[src/sv/clook_disk_request_scheduler_macros.svh]
// Assertion macros for the scheduler RTL.
`ifndef CLOOK_DISK_REQUEST_SCHEDULER_MACROS_SVH
`define CLOOK_DISK_REQUEST_SCHEDULER_MACROS_SVH

// Checked on every clock edge outside reset.
`define CLOOK_ASSERT(lbl, prop, msg) \
  lbl: assert property (@(posedge clk) disable iff (!rst_n) prop) else $error(msg);

// Checked on every clock edge, reset included.
`define CLOOK_ASSERT_ALWAYS(lbl, prop, msg) \
  lbl: assert property (@(posedge clk) prop) else $error(msg);

`endif

[src/sv/clook_pkg.sv]
`timescale 1ns / 1ps

package clook_pkg;

  // Geometry and queue sizing.
  localparam int QUEUE_DEPTH       = 64;
  localparam int SECTORS_PER_TRACK = 16;
  localparam int MAX_TRACKS        = 1024;

  localparam int IDX_W   = $clog2(QUEUE_DEPTH);
  localparam int CNT_W   = $clog2(QUEUE_DEPTH + 1);
  localparam int TRK_W   = 10;
  localparam int TCFG_W  = 11;
  localparam int SEC_W   = 4;
  localparam int SCNT_W  = 8;
  localparam int RQ_W    = 6;
  localparam int OP_W    = 2;
  // Sector addresses up to the end of the largest span, with headroom.
  localparam int SPAN_W  = $clog2(MAX_TRACKS * SECTORS_PER_TRACK + SECTORS_PER_TRACK + 256) + 1;

  // Request type codes.
  typedef enum logic {
    REQ_ENQ = 1'b0,
    REQ_DEQ = 1'b1
  } req_type_t;

  // Operation codes.
  typedef enum logic [OP_W-1:0] {
    OP_READ  = 2'd0,
    OP_WRITE = 2'd1,
    OP_QUERY = 2'd2,
    OP_BAD   = 2'd3
  } op_t;

  // Result status codes.
  typedef enum logic [1:0] {
    ST_DONE    = 2'd0,
    ST_INVALID = 2'd1,
    ST_FULL    = 2'd2,
    ST_EMPTY   = 2'd3
  } status_t;

  // One queued request.
  typedef struct packed {
    logic [RQ_W-1:0]   requester;
    logic [OP_W-1:0]   op;
    logic [TRK_W-1:0]  track;
    logic [SEC_W-1:0]  first;
    logic [SCNT_W-1:0] count;
  } entry_t;

  // Per-cell control from the sequencer.
  typedef struct packed {
    logic insert;
    logic remove;
    logic occupied;
    logic after_cursor;
    logic at_cursor;
  } cell_ctl_t;

endpackage

[src/sv/clook_cell.sv]
`timescale 1ns / 1ps

module clook_cell (
  input  logic                clk,
  input  clook_pkg::cell_ctl_t ctl,
  input  clook_pkg::entry_t   new_entry,
  input  clook_pkg::entry_t   left_entry,
  input  clook_pkg::entry_t   right_entry,
  input  logic                left_le,
  output clook_pkg::entry_t   entry,
  output logic                le,
  output clook_pkg::entry_t   pick
);
  import clook_pkg::*;

  entry_t entry_r;
  entry_t entry_nxt;

  // This cell holds an entry that sorts at or before the new request.
  assign le    = ctl.occupied && (entry_r.track <= new_entry.track);
  assign entry = entry_r;
  assign pick  = ctl.at_cursor ? entry_r : '0;

  // Insert shifts the tail to the right; remove closes the gap from the right.
  always_comb begin
    entry_nxt = entry_r;
    if (ctl.insert && !le) begin
      entry_nxt = left_le ? new_entry : left_entry;
    end else if (ctl.remove && ctl.after_cursor) begin
      entry_nxt = right_entry;
    end
  end

  always_ff @(posedge clk) begin
    entry_r <= entry_nxt;
  end

endmodule
[config.mk]
export PLATFORM = sky130hd
export DESIGN_NAME = clook_cell
export DESIGN_NICKNAME = d
export VERILOG_FILES = /design/src/sv/clook_disk_request_scheduler_macros.svh /design/src/sv/clook_pkg.sv /design/src/sv/clook_cell.sv
export SDC_FILE = /design/constraint.sdc
export NUM_CORES = 1
export LEC_CHECK = 0
export BUFFER_PORTS_ARGS = -buffer_cell sky130_fd_sc_hd__buf_4
export CAP_MARGIN = 20
export CORE_MARGIN = 5
export CORE_UTILIZATION = 45
export DETAILED_ROUTE_END_ITERATION = 8
export GPL_TIMING_DRIVEN = 0
export HOLD_SLACK_MARGIN = 0.02
export PLACE_DENSITY_LB_ADDON = 0.12
export SYNTH_ARGS = -nofsm -noshare
export SYNTH_HDL_FRONTEND = slang
export SYNTH_SLANG_ARGS = --single-unit
[constraint.sdc]
create_clock -name clk -period 6.84 [get_ports clk]
set_input_delay 0.684 -clock clk [delete_from_list [all_inputs] [get_ports clk]]
set_output_delay 0.684 -clock clk [all_outputs]
set_load 0.03 [all_outputs]
# Word level (Yosys, flattened, before mapping)
# Index checks and enable logic that the tools add are counted.
# word_totals
register_bits	30
input_bits	97
output_inout_bits	61
word_cells	15
# classes
magnitude_cmp	1
mux	4
n_reduce_logical	5
# ops
op	count
2-to-1 mux 30 bit	4
<= comparator 10 bit	1
logical AND 1 bit	3
nonzero test 2 bit	1
logical NOT 1 bit	1

# Longest topological paths before layout
# logic_depth
depth_word	5
mapped_depth	8
depth_no_buf	7

# Worst setup path before layout
# OpenSTA, ideal clock, no wires.
# synth_timing
path_type	input port to flip-flop
start	in new_entry[17] (netlist name)
end	reg entry_r, in the netlist entry[0] (enable)
setup_time_ps	386
arrival_ps	2561
required_ps	6454
slack_ps	3893
cell_stages	8
n_path_buf	1
path_cell_list	inv_1 ha_1 nand4_1 a211oi_1 a2111oi_2 a21oi_2 buf_6 a21o_1
# synth_between
elab_chain_len	5
# synth_lines
item	line	rtl
start: declaration	clook_cell.sv:6	input clook_pkg::entry_t new_entry,
<= comparator 10 bit	clook_cell.sv:20	assign le = ctl.occupied && (entry_r.track <= new_entry.track);
logical AND 1 bit	clook_cell.sv:20	
logical NOT 1 bit	clook_cell.sv:27	if (ctl.insert && !le) begin
logical AND 1 bit	clook_cell.sv:27	
nonzero test 2 bit (no source line)	--	
end signal: assignment	clook_cell.sv:35	entry_r <= entry_nxt;
end: declaration	clook_cell.sv:16	entry_t entry_r;
# No other way between the ends.
# A chain may end at the register's enable or synchronous reset.

# Final worst setup path
# layout_timing
start	in new_entry[17] (netlist name)
end	out le
# layout_between
elab_chain_len	2
# layout_lines
item	line	rtl
<= comparator 10 bit	clook_cell.sv:20	
logical AND 1 bit	clook_cell.sv:20	
end: declaration	clook_cell.sv:11	output logic le,
# No other way between the ends.

==> out/qor.csv <==
stage;metric;value;unit
cells_and_area;share of cells above drive strength 1;0.6847;
cells_and_area;Final Non-Filler Cells;400;
power_and_ir_drop;cell-internal power;0.0004464;W
sta;RSZ-0062 raised after global routing;false;
clocking;TritonCTS buffer count;5;
synth;area leader, netlist;edfxtp_1;
synth;FF+latch count, synth;30;
place;number of port buffers;155;
drt;# DRC;0;
clocking;CTS Hold Bufs;0;
sta;pins over their slew limit;0;
floorplan;Starting Density;0.4676;
sta;measured slew at the worst slew-check pin;0.6137;ns
synth;post-synthesis mux area share;0.3528;
power_and_ir_drop;switching power;0.0002205;W
synth;synthesized instance count;169;
drt;drt via density;4.843;
cells_and_area;diode count;0;
power_and_ir_drop;leak pwr;1.735;nW
sta;max_slew headroom;0.5908;
sta;Final min period;2.882;ns
clocking;insertion delay to the later sink of the worst-skew pair;0.27;ns
synth;Simple-Gate Fraction of Synth Area;0.1002;
setup_path;FF-to-FF setup slack;4.05;ns
cells_and_area;Final Net Count;439;
cells_and_area;Multi-input gate area;1221;sq um
clocking;CTS tree;done;
floorplan;chip width;80.29;um
clocking;H-tree level count;2;
clocking;Post CTS Setup Buffer Count;0;
floorplan;core area;4755;sq um
worst_hold_path;Hold Startpoint;right_entry[27];
synth;sequential area share after synthesis;0.4052;
drt;drt first pass iters;4;
setup_path;worst reg2reg path startpoint;entry[17];
worst_hold_path;Worst Hold Depth;2;
global_route;GRT overflow;0;
power_and_ir_drop;switching portion of total power;0.3306;
worst_hold_path;hold path endpoint;entry[27];
setup_path;R2R depth;8;
flow_run;Max Cap Viol;0;
floorplan;chip height;80.29;um
drt;Starting DRT DRC Count;27;
power_and_ir_drop;post-layout power;0.0006668;W
power_and_ir_drop;part of the power in registers;0.367;
setup_path;WP data arrival;2.20;ns
synth;dominant cells by area after synthesis;edfxtp_1, mux2_4, mux2_2;
sta;final hold vios;0;
synth;Post-Syn Nets;276;
power_and_ir_drop;Max VDD drop;0.0001379;V
synth;post-synthesis compound-gate area fraction;0.03995;
setup_path;required time worst endpoint;6.16;ns
synth;Ys Warns;0;
clocking;clock-pin slew on the worst setup and hold paths;0.07;ns
global_route;vias in the first global route;2096;
synth;number of distinct library cells after synthesis;22;
floorplan;Site Rows;25;
worst_hold_path;Hold WC Path Type;in -> reg;
power_and_ir_drop;Pwr Density;186.4;nW/um^2
synth;top_reg_cell synth;edfxtp_1;
synth;Yosys top cell area share;0.4052;
sta;period utilization;0.4214;
cells_and_area;max reg flops;30;
synth;largest family of logic cells by synthesized area;multiplexers;
clocking;CTS Sinks;30;
sta;worst hold slack;0.7071;ns
sta;Setup Viol. Count Final;0;
drt;post-DR wirelength/cell;16.14;um
global_route;first-pass GRT wire length;9.901;mm
setup_path;Worst R2R End;entry[16];
setup_path;Worst Setup Start Kind;input port;
clocking;Max Buffers Root-to-Sink;2;
synth;XOR/XNOR share of the synthesized area;0;
drt;Vias;1937;
synth;Syn Std Cell Area;2223;sq um
sta;Setup TNS Final;0;ns
sta;skew final;0.008772;ns
floorplan;Ports;158;
cells_and_area;Filler Cell Count;357;
setup_path;Critical Path Fanout Max;3;
synth;Adder-Cell Fraction of Synth Area;0.05627;
global_route;initial antenna violation count;0;
floorplan;DIE AREA;6446;sq um
power_and_ir_drop;Comb power frac;0.437;
run_status;outcome;finished, final reports clean;
global_route;largest net degree at the start of global routing;20;
sta;Max Fclk;347.0;MHz
synth;ys async rst share;0;
global_route;total track usage;0.2000;
power_and_ir_drop;Clk pwr share;0.196;
place;DP Cell Count;392;
drt;final wirelength;6.454;mm
place;GPL Wtd Cong;0.7373;
place;detailed placement HPWL;5.470;mm
synth;EDFF count, synth;30;
drt;Antenna Violating Nets Remaining;0;
cells_and_area;post-layout util;0.7526;
cells_and_area;Register Area;900.9;sq um
cells_and_area;area growth from synthesis to layout;60.95;%
setup_path;Crit Path Category;in -> out;
clocking;Root Driver;clkbuf_8;
setup_path;critical path endpoint category;output port;
synth;syn avg cell area;13.16;sq um
setup_path;worst setup path startpoint;new_entry[17];
clocking;CTS resizes;0;
==> cells in the mapped netlist (all sizes together) (2+ instances only) <==
cell / number
mux2: 60
and2: 30
edfxtp: 30
inv: 12
ha: 10
clkbuf: 6
a21oi: 3
buf: 3
a211oi: 2
nand2: 2
nand4: 2
o21ai: 2
==> kinds of logic (layout without fill, tap and decap cells) <==
kind of cell / count (synthesis) / in the layout
buffers and inverters: 21 / 185
muxes: 60 / 60
and+or+nand+nor: 37 / 37
AOI/OAI and AO/OA: 11 / 11
adders and majority gates: 10 / 10
DFF: 30 / 30
==> per-stage QoR <==
| stage | setup slack (ns) | area (sq um) |
|---|---|---|
| finish | 3.958 | 3578 |
| global route | 3.809 | 3578 |
| CTS | 3.938 | 3578 |
| detailed placement | 3.641 | 3498 |
| global placement | 3.302 | 3471 |
| floorplan | 3.893 | 2223 |
==> cell usage in the layout (no fill, tap or decap) <==
cell         n
buf_16       1
nor3_1       1
ha_1        10
a21o_1       1
inv_1       12
a21bo_2      1
a21oi_1      2
nand2_1      2
a211oi_1     1
nor2_1       1
mux2_4      29
buf_4      155
clkbuf_8     5
a21oi_2      1
clkinv_1     3
o21a_1       1
nand2b_1     1
mux2_2      31
edfxtp_1    30
a2111oi_2    1
nand4_1      2
buf_6        3
and2_1      30
clkbuf_1     6
a211oi_2     1
o21ai_0      2
==> area by class of cell <==
class                   count  area share
plain buffers               9     0.01573
clock buffers               5     0.01923
clock inverters             3    0.003147
inverters                  12     0.01259
multi-input cells         118      0.3413
flip-flops and latches     30      0.2517
well taps                  67     0.02343
repair buffers            156      0.3329
==> worst max-delay path by stage <==
stage / endpoint / slack, ns / cells past startpoint
after floorplan: entry[0] / 3.89 / 8
after global placement: entry[17] / 3.30 / 9
after detailed placement: entry[16] / 3.64 / 10
after CTS: entry[16] / 3.94 / 10
after global routing: entry[16] / 3.81 / 10
final: le / 3.96 / 8
==> routing by layer <==
metal / track usage / routed length [um] / up-vias
met5: 0 / 0 / -
met4: 0.03716 / 55 / 0
met3: 0.06614 / 530 / 6
met2: 0.3874 / 3595 / 79
met1: 0.2081 / 2272 / 916
li1: - / - / 936
==> worst max-delay path: stages <==
cell,delay [ns]
buf_4,0.08
inv_1,0.03
ha_1,0.32
a21oi_1,0.14
o21ai_0,0.13
a2111oi_2,0.48
o21a_1,0.17
buf_4,0.16
==> power by group through the flow <==
stage / Sequential, W / Combinational, W / Clock (W)
after floorplan: 0.000288 / 0.000132 / 0
after global placement: 0.000248 / 0.000285 / 0
after detailed placement: 0.000249 / 0.000294 / 0
after CTS: 0.000245 / 0.000295 / 0.000135
after global routing: 0.000248 / 0.000309 / 0.000146
final: 0.000245 / 0.000291 / 0.000131
Power figures use the tool's default switching activity.
